[config.mk]
export PLATFORM = sky130hd
export DESIGN_NAME = qpht_mod_unit
export DESIGN_NICKNAME = d
export VERILOG_FILES = /design/src/sv/qpht_pkg.sv /design/src/sv/qpht_mod_unit.sv
export SDC_FILE = /design/constraint.sdc
export NUM_CORES = 1
export LEC_CHECK = 0
export BUFFER_PORTS_ARGS = -buffer_cell sky130_fd_sc_hd__buf_2
export CORE_MARGIN = 10
export CORE_UTILIZATION = 48
export CTS_BUF_LIST = sky130_fd_sc_hd__clkbuf_4 sky130_fd_sc_hd__clkbuf_8
export DETAILED_ROUTE_END_ITERATION = 10
export GPL_ROUTABILITY_DRIVEN = 0
export PLACE_DENSITY = 0.76
export SETUP_SLACK_MARGIN = 0.4
export SLEW_MARGIN = 20
export SYNTH_ARGS = -nofsm -noshare
export SYNTH_HDL_FRONTEND = slang
export SYNTH_SLANG_ARGS = --single-unit
[constraint.sdc]
create_clock -name clk -period 28.9 [get_ports clk]
set_input_delay 0 -clock clk [delete_from_list [all_inputs] [get_ports clk]]
set_output_delay 0 -clock clk [all_outputs]
set_load 0.005 [all_outputs]
[src/sv/qpht_pkg.sv]
// Shared types, constants and helpers for the quadratic probe hash table.
package qpht_pkg;

  localparam int KEY_W      = 32;
  localparam int WORD_W     = KEY_W + 1;
  localparam int MOD_W      = 11;
  localparam int COEF_W     = 10;
  localparam int SLOT_W     = 10;
  localparam int CFG_IDX_W  = 2;
  localparam int CFG_DATA_W = 11;
  localparam int DIGIT_BITS = 8;
  localparam int DIV_STEPS  = KEY_W / DIGIT_BITS;
  localparam int STEP_W     = $clog2(DIV_STEPS);

  typedef logic [1:0] outcome_t;

  localparam outcome_t OUT_INSERTED  = 2'd0;
  localparam outcome_t OUT_FOUND     = 2'd1;
  localparam outcome_t OUT_FULL      = 2'd2;
  localparam outcome_t OUT_NOT_FOUND = 2'd3;

  localparam logic CMD_INSERT = 1'b0;
  localparam logic CMD_SEARCH = 1'b1;

  localparam logic [CFG_IDX_W-1:0] REG_TABLE_SIZE = 2'd0;
  localparam logic [CFG_IDX_W-1:0] REG_LINEAR     = 2'd1;
  localparam logic [CFG_IDX_W-1:0] REG_SQUARE     = 2'd2;

  localparam logic [MOD_W-1:0]  TS_RESET = 11'd1024;
  localparam logic [COEF_W-1:0] LC_RESET = 10'd1;
  localparam logic [COEF_W-1:0] SC_RESET = 10'd1;

  typedef struct packed {
    logic                    cmd;
    logic signed [KEY_W-1:0] key;
  } in_item_t;

  typedef struct packed {
    outcome_t          outcome;
    logic [SLOT_W-1:0] slot;
  } out_item_t;

  typedef enum logic [2:0] {
    ST_CLEAR,
    ST_IDLE,
    ST_COEF_LIN,
    ST_COEF_SQ,
    ST_HASH,
    ST_PROBE
  } state_t;

  // a + b mod m, both operands already below m
  function automatic logic [MOD_W-1:0] add_mod(input logic [MOD_W-1:0] a,
                                               input logic [MOD_W-1:0] b,
                                               input logic [MOD_W-1:0] m);
    logic [MOD_W:0] s;
    s = {1'b0, a} + {1'b0, b};
    if (s >= {1'b0, m}) begin
      s = s - {1'b0, m};
    end
    return s[MOD_W-1:0];
  endfunction

endpackage

[src/sv/qpht_mod_unit.sv]
// Iterative remainder unit: 32-bit dividend mod 11-bit divisor, 8 bits per cycle.
module qpht_mod_unit (
  input  logic                        clk,
  input  logic                        rst_n,
  input  logic                        start,
  input  logic [qpht_pkg::KEY_W-1:0]  dividend,
  input  logic [qpht_pkg::MOD_W-1:0]  divisor,
  output logic                        done,
  output logic [qpht_pkg::MOD_W-1:0]  remainder
);
  import qpht_pkg::*;

  logic              busy_r, busy_nxt;
  logic              done_r, done_nxt;
  logic [STEP_W-1:0] cnt_r, cnt_nxt;
  logic [KEY_W-1:0]  quo_r, quo_nxt;
  logic [MOD_W-1:0]  rem_r, rem_nxt;
  logic [MOD_W-1:0]  div_r, div_nxt;
  logic [MOD_W-1:0]  rem_step;
  logic [MOD_W:0]    trial;

  always_comb begin
    rem_step = rem_r;
    trial    = '0;
    for (int s = 0; s < DIGIT_BITS; s++) begin
      trial = {rem_step, quo_r[KEY_W-1-s]};
      if (trial >= {1'b0, div_r}) begin
        trial = trial - {1'b0, div_r};
      end
      rem_step = trial[MOD_W-1:0];
    end
  end

  always_comb begin
    busy_nxt = busy_r;
    done_nxt = 1'b0;
    cnt_nxt  = cnt_r;
    quo_nxt  = quo_r;
    rem_nxt  = rem_r;
    div_nxt  = div_r;
    if (start) begin
      busy_nxt = 1'b1;
      cnt_nxt  = '0;
      quo_nxt  = dividend;
      rem_nxt  = '0;
      div_nxt  = divisor;
    end else if (busy_r) begin
      rem_nxt = rem_step;
      quo_nxt = quo_r << DIGIT_BITS;
      cnt_nxt = cnt_r + 1'b1;
      if (cnt_r == STEP_W'(DIV_STEPS - 1)) begin
        busy_nxt = 1'b0;
        done_nxt = 1'b1;
      end
    end
  end

  always_ff @(posedge clk) begin
    if (!rst_n) begin
      busy_r <= 1'b0;
      done_r <= 1'b0;
      cnt_r  <= '0;
    end else begin
      busy_r <= busy_nxt;
      done_r <= done_nxt;
      cnt_r  <= cnt_nxt;
    end
  end

  always_ff @(posedge clk) begin
    quo_r <= quo_nxt;
    rem_r <= rem_nxt;
    div_r <= div_nxt;
  end

  assign done      = done_r;
  assign remainder = rem_r;

  a_rem_below_divisor: assert property (@(posedge clk) disable iff (!rst_n)
    done_r |-> (rem_r < div_r))
    else $error("remainder not below divisor");

  a_no_restart: assert property (@(posedge clk) disable iff (!rst_n)
    start |-> !busy_r)
    else $error("remainder unit started while busy");

  a_done_pulse: assert property (@(posedge clk) disable iff (!rst_n)
    done_r |=> !done_r)
    else $error("done held longer than one cycle");

endmodule

==> After elaboration in Yosys (flattened, before gate mapping) <==
Index checks and enable logic that the tools add are counted.
Widths: inputs -> output; s select.
{ "totals": {"mem_bits_ro": 0, "input_bits": 46, "out_inout_bits": 12, "word_cells": 43, "mem_count": 0, "reg_bits": 58, "latchBits": 0, "ram_bits": 0} }
{ "op_classes": {"shift": 0, "bitwise": 2, "mul": 0, "muxes": 14, "n_eq_ne": 1, "reduce_logical": 3, "n_lt_le_gt_ge": 8, "n_addsub": 9, "div_mod_pow": 0} }
{ "ops": {"columns": ["op", "count"], "rows": [
  ["$ge 12x11->1", 8],
  ["$mux 11", 8],
  ["$sub 11x11->11", 8],
  ["$mux 32", 2],
  ["$mux 1", 4],
  ["$reduce_or 3->1", 1],
  ["$add 2x1->2 const B", 1],
  ["$eq 2x2->1 const B", 1],
  ["$not 1->1", 2],
  ["$reduce_bool 2->1", 1],
  ["$reduce_or 2->1", 1]
]} }

==> Depth between registers and ports, before layout <==
{ "logic_depth": {"word_depth": 16, "mapped_depth": 89, "ltp_nobuf": 81} }

==> Least setup slack after synthesis <==
Ideal clock, no wire load.
{ "synth_path": {"kind": "reg2reg", "from": "reg div_r[0]", "to": "reg rem_r[7], in the netlist remainder[7]", "arrival_time_ps": 18742, "path_stages_with_launch": 84, "setup_slack_ps": 10042, "synth_period_minus_slack_ps": 18858, "setup_time_ps": 116, "path_cell_list": "edfxtp_1 > ha_1 > fa_1 > nand2b_1 > a2111o_1 > and3_1 > nand2_1 > buf_2 > mux2_2 > ha_1 > a21o_1 > a221oi_2 > and2_1 > o31a_1 > o31a_1 > buf_4 > clkbuf_1 > mux2_2 > [... 48 more ...] > nand2_1 > o211ai_1 > o31ai_4 > nand2_1 > nand2_1 > ha_1 > nor2b_1 > o21ai_0 > nand2b_1 > a221oi_1 > o21bai_1 > a21oi_1 > o21ai_0 > a221oi_1 > a21bo_1 > buf_2 > a32o_1 > a31o_2"} }
{ "synth_via": {"elab_chain_cells": 16, "word_cells_on_any_way": 24} }
{ "synth_rtl": {"columns": ["element", "line", "rtl"], "rows": [
  ["start, declared", "qpht_mod_unit.sv:18", "logic [MOD_W-1:0] div_r, div_nxt;"],
  ["start signal, assigned", "qpht_mod_unit.sv:73", "div_r <= div_nxt;"],
  ["$sub 11x11->11 / $ge 12x11->1 (equally long branches)", "qpht_mod_unit.sv:28, qpht_mod_unit.sv:27", null],
  ["$mux 11", "qpht_mod_unit.sv:27", "if (trial >= {1'b0, div_r}) begin"],
  ["$sub 11x11->11 / $ge 12x11->1 (equally long branches)", "qpht_mod_unit.sv:28, qpht_mod_unit.sv:27", null],
  ["$mux 11", "qpht_mod_unit.sv:27", null],
  ["$sub 11x11->11 / $ge 12x11->1 (equally long branches)", "qpht_mod_unit.sv:28, qpht_mod_unit.sv:27", null],
  ["$mux 11", "qpht_mod_unit.sv:27", null],
  ["$sub 11x11->11 / $ge 12x11->1 (equally long branches)", "qpht_mod_unit.sv:28, qpht_mod_unit.sv:27", null],
  ["$mux 11", "qpht_mod_unit.sv:27", null],
  ["$sub 11x11->11 / $ge 12x11->1 (equally long branches)", "qpht_mod_unit.sv:28, qpht_mod_unit.sv:27", null],
  ["$mux 11", "qpht_mod_unit.sv:27", null],
  ["$sub 11x11->11 / $ge 12x11->1 (equally long branches)", "qpht_mod_unit.sv:28, qpht_mod_unit.sv:27", null],
  ["$mux 11", "qpht_mod_unit.sv:27", null],
  ["$sub 11x11->11 / $ge 12x11->1 (equally long branches)", "qpht_mod_unit.sv:28, qpht_mod_unit.sv:27", null],
  ["$mux 11", "qpht_mod_unit.sv:27", null],
  ["$sub 11x11->11 / $ge 12x11->1 (equally long branches)", "qpht_mod_unit.sv:28, qpht_mod_unit.sv:27", null],
  ["$mux 11 (*)", "qpht_mod_unit.sv:27", null],
  ["end signal, assigned", "qpht_mod_unit.sv:72", "rem_r <= rem_nxt;"],
  ["end, declared", "qpht_mod_unit.sv:17", "logic [MOD_W-1:0] rem_r, rem_nxt;"]
]} }
Every way passes the cells marked *; elsewhere a longest branch is shown, timed or not.
A chain may end at the register's enable or synchronous reset.

==> Worst setup path in the final report <==
{ "layout_path": {"from": "reg div_r[0]", "to": "reg rem_r[1], in the netlist remainder[1]"} }
{ "layout_via": {"elab_chain_cells": 16, "word_cells_on_any_way": 24} }
{ "layout_rtl": {"columns": ["element", "line"], "rows": [
  ["$sub 11x11->11 / $ge 12x11->1 (equally long branches)", "qpht_mod_unit.sv:28, qpht_mod_unit.sv:27"],
  ["$mux 11", "qpht_mod_unit.sv:27"],
  ["$sub 11x11->11 / $ge 12x11->1 (equally long branches)", "qpht_mod_unit.sv:28, qpht_mod_unit.sv:27"],
  ["$mux 11", "qpht_mod_unit.sv:27"],
  ["$sub 11x11->11 / $ge 12x11->1 (equally long branches)", "qpht_mod_unit.sv:28, qpht_mod_unit.sv:27"],
  ["$mux 11", "qpht_mod_unit.sv:27"],
  ["$sub 11x11->11 / $ge 12x11->1 (equally long branches)", "qpht_mod_unit.sv:28, qpht_mod_unit.sv:27"],
  ["$mux 11", "qpht_mod_unit.sv:27"],
  ["$sub 11x11->11 / $ge 12x11->1 (equally long branches)", "qpht_mod_unit.sv:28, qpht_mod_unit.sv:27"],
  ["$mux 11", "qpht_mod_unit.sv:27"],
  ["$sub 11x11->11 / $ge 12x11->1 (equally long branches)", "qpht_mod_unit.sv:28, qpht_mod_unit.sv:27"],
  ["$mux 11", "qpht_mod_unit.sv:27"],
  ["$ge 12x11->1 / $sub 11x11->11 (equally long branches)", "qpht_mod_unit.sv:27, qpht_mod_unit.sv:28"],
  ["$mux 11", "qpht_mod_unit.sv:27"],
  ["$sub 11x11->11 / $ge 12x11->1 (equally long branches)", "qpht_mod_unit.sv:28, qpht_mod_unit.sv:27"],
  ["$mux 11 (*)", "qpht_mod_unit.sv:27"]
]} }
Marks and branches as above.

==> metrics.md <==
| Metric | Value |
|---|---|
| CTS tree | done |
| Most frequent cells in the layout | ha_1 (89), nor2_1 (63), inv_1 (59) |
| Max Clock Freq | 44.9 MHz |
| Leading cell type in the layout, fill and taps excluded | ha_1 |
| Number of hold violations in the final report | 0 |
| Worst Path Class, Setup | reg -> reg |
| Relative slew slack | 35.3% |
| Global-route congestion overflow total | 0 |
| Critical-path top delay cell | a21boi_1 |
| Required time at the endpoint of the critical path | 29.13 ns |
| Startpoint of the lowest-slack hold path | start |
| Crit share post-route | 77.1% |
| Tmin final | 22.29 ns |
| Num rows | 45 |
| Gate count of the mapped netlist | 868 |
| Post-synthesis cell area | 0.00757 mm² |
| Antenna-violating nets left | 0 |
| Startpoint of the worst setup timing path | div_r[0]$_DFFE_PP_ |
| Final sum of negative setup slack | 0 ns |
| Cell type contributing the most total cell area after synthesis | edfxtp_1 |
| Vias in the first global route | 7070 |
| Total global-route track usage | 20.8% |
| Number of distinct library cell variants in the gate-level netlist after synthesis | 83 |
| Nets | 1108 |
| Number of DRC violations after detailed-routing iteration 0 | 762 |
| Count of buffers from port buffering | 57 |
| Sort of element at the start of the critical path | flip-flop |
| Full die area | 0.0212 mm² |
| Initial core utilization | 49.4% |
| YS warnings | 0 |
| Depth of the worst hold-timing path | 2 |
| Status | complete, no violations |
| Filler instances | 1359 |
| Share of the synthesized area in the top cell type | 17.1% |
| Maxcap violations | 0 |
| Final setup violating endpoints | 0 |
| Post-DP HPWL | 17000 µm |
| Worst skew pair latency | 0.35 ns |
| Slack of the critical path | 6.61 ns |
| Number of placed I/O pins | 58 |
| Clock tree buffer depth | 2 |
| Width of the chip | 146 µm |
| Average detailed-routed wire length per instance | 19.7 µm |
| Slew at the pin with the worst max-slew slack | 0.958 ns |
| Reg2Reg Depth | 76 |
| First-pass GRT wire length | 36900 µm |
| Post-detailed-route via-to-cell ratio | 6.18 |
| RSZ-0062 raised after global routing | no |
| Number of buffers inserted to repair setup after CTS | 0 |
| Type of element capturing the critical path | flip-flop |
| Max Slew Vio Count | 0 |
| Number of synthesized flops with an enable pin | 43 |
| Maximum cell stage delay along the critical path | 0.81 ns |
| Worst clock skew | 0.0148 ns |
| Clock slew at reported path FFs | 0.08 ns |
| Resized cells post-CTS | 0 |
| Maximum fanout count along the critical path | 22 |
| Area of the core | 0.0153 mm² |
| Worst flop-to-flop path startpoint | div_r[0]$_DFFE_PP_ |
| Path type of the worst min-delay path | in -> reg |
| Vias | 7309 |
| Most frequently used flop master after synthesis | edfxtp_1 |
| Maximum number of pins on one net before global-route repair | 53 |
| Overall routed net length | 23300 µm |
| Register bit total from synthesis | 58 |
| Mapped Avg Cell Area | 8.72 µm² |
| Cell types with the largest area share after synthesis | edfxtp_1 (17%), ha_1 (15%), mux2_2 (7.4%), dfxtp_1 (4.0%), xnor2_1 (3.8%) |
| Relative area change from synthesis to final layout | 15.5% |
| CTS H-tree lvls | 3 |
| Syn nets | 1011 |
| Setup Slack @ Placement | 7.41 ns |
| Fraction of layout cells with a size suffix above 1 | 15.8% |
| Critical Path Most Common Cell | o21ai_0 |
| Register area share after synthesis | 21.0% |
| Drt drc | 0 |
| Async set or reset register ratio after synthesis | 0% |
| Number of CTS-inserted buffers | 9 |
| Antenna violations before repair | 1 |
| Root Driver | clkbuf_8 |
| DRT Pass-1 Iters | 7 |
| Chip Height | 146 µm |
| Data arrival time of the critical path | 22.52 ns |
| Clock sink total | 58 |
| Number of buffers inserted by hold repair at cts | 44 |
==> metal layers <==
| metal | up-vias | part of all wire [%] | track usage, % |
|---|---|---|---|
| li1 | 3483 | - | - |
| met1 | 3378 | 42 | 26.6 |
| met2 | 384 | 45 | 32.8 |
| met3 | 64 | 10 | 5.84 |
| met4 | 0 | 2.9 | 7.43 |
| met5 | - | 0 | 0 |
==> cell families after synthesis <==
| logic type | Yosys count | share of synthesized area, % |
|---|---|---|
| simple gates | 259 | 17.1 |
| flops | 58 | 21.0 |
| buf+inv | 77 | 4.11 |
| mux | 73 | 10.7 |
| fa+ha+maj | 97 | 16.8 |
| xor+xnor | 57 | 6.59 |
| compound gates | 247 | 23.7 |
==> stage by stage <==
stage	area, µm²	instances	util [%]	hold slack, ns
CTS	8740	1181	57.1	0.287
floorplan	7570	868	-	0.0989
detailed placement	8050	1121	52.6	0.180
global placement	8050	1121	52.6	0.177
global route	8750	1182	57.1	0.319
finish	8750	1182	57.1	0.290
==> critical path, delay by kind of cell (launching register included) <==
| family | cells | cell delay, ns |
|---|---|---|
| compound gates | 44 | 12.83 |
| fa+ha+maj | 9 | 3.27 |
| simple gates | 15 | 2.95 |
| mux | 6 | 2.20 |
| flops | 1 | 0.58 |
| buf+inv | 2 | 0.27 |
==> registers in the layout, indices dropped and copies added, names as in the netlist <==
register	cells
quo_r	32
remainder	11
done	1
cnt_r	2
busy_r	1
div_r	11
==> final cells by class <==
cell class | count | area [µm²] | share of cell area, %
inverters | 59 | 221 | 2.53
flip-flops and latches | 58 | 1590 | 18.2
multi-input cells | 733 | 5670 | 64.8
clock inverters | 7 | 125 | 1.43
repair buffers | 104 | 748 | 8.56
clock buffers | 9 | 124 | 1.42
well taps | 211 | 264 | 3.02
diodes | 1 | 2.50 | 0.0286
==> synthesized netlist by cell type, drive strengths merged (4+ instances only) <==
library cell and count:
nor3b 5, and3 8, buf 9, o31ai 4, o2111ai 4, fa 8
mux2 54, dfxtp 15, a211oi 11, o21bai 12, ha 89, a31oi 7
nand2 58, a21boi 9, nor2 63, o31a 5, xnor2 33, mux2i 19
xor2 24, nand3 22, nand2b 13, a221oi 4, o21a 10, nor2b 17
and2 12, nand4 17, a21oi 46, a21o 21, clkbuf 9, inv 59
a2111o 4, or3 8, nor3 21, o21ai 45, a31o 9, or2 6
o211ai 15, edfxtp 43
==> final timing paths <==
kind / slack [ns] / to
max: 6.61 / remainder[1]$_SDFFE_PP0P_
min: 0.29 / div_r[3]$_DFFE_PP_
min reg2reg: 0.52 / cnt_r[1]$_SDFFE_PP0P_
max reg2reg: 6.61 / remainder[1]$_SDFFE_PP0P_
Power is not shown: default switching activity piles up to over one toggle a cycle in this logic, so the estimate is an artifact.
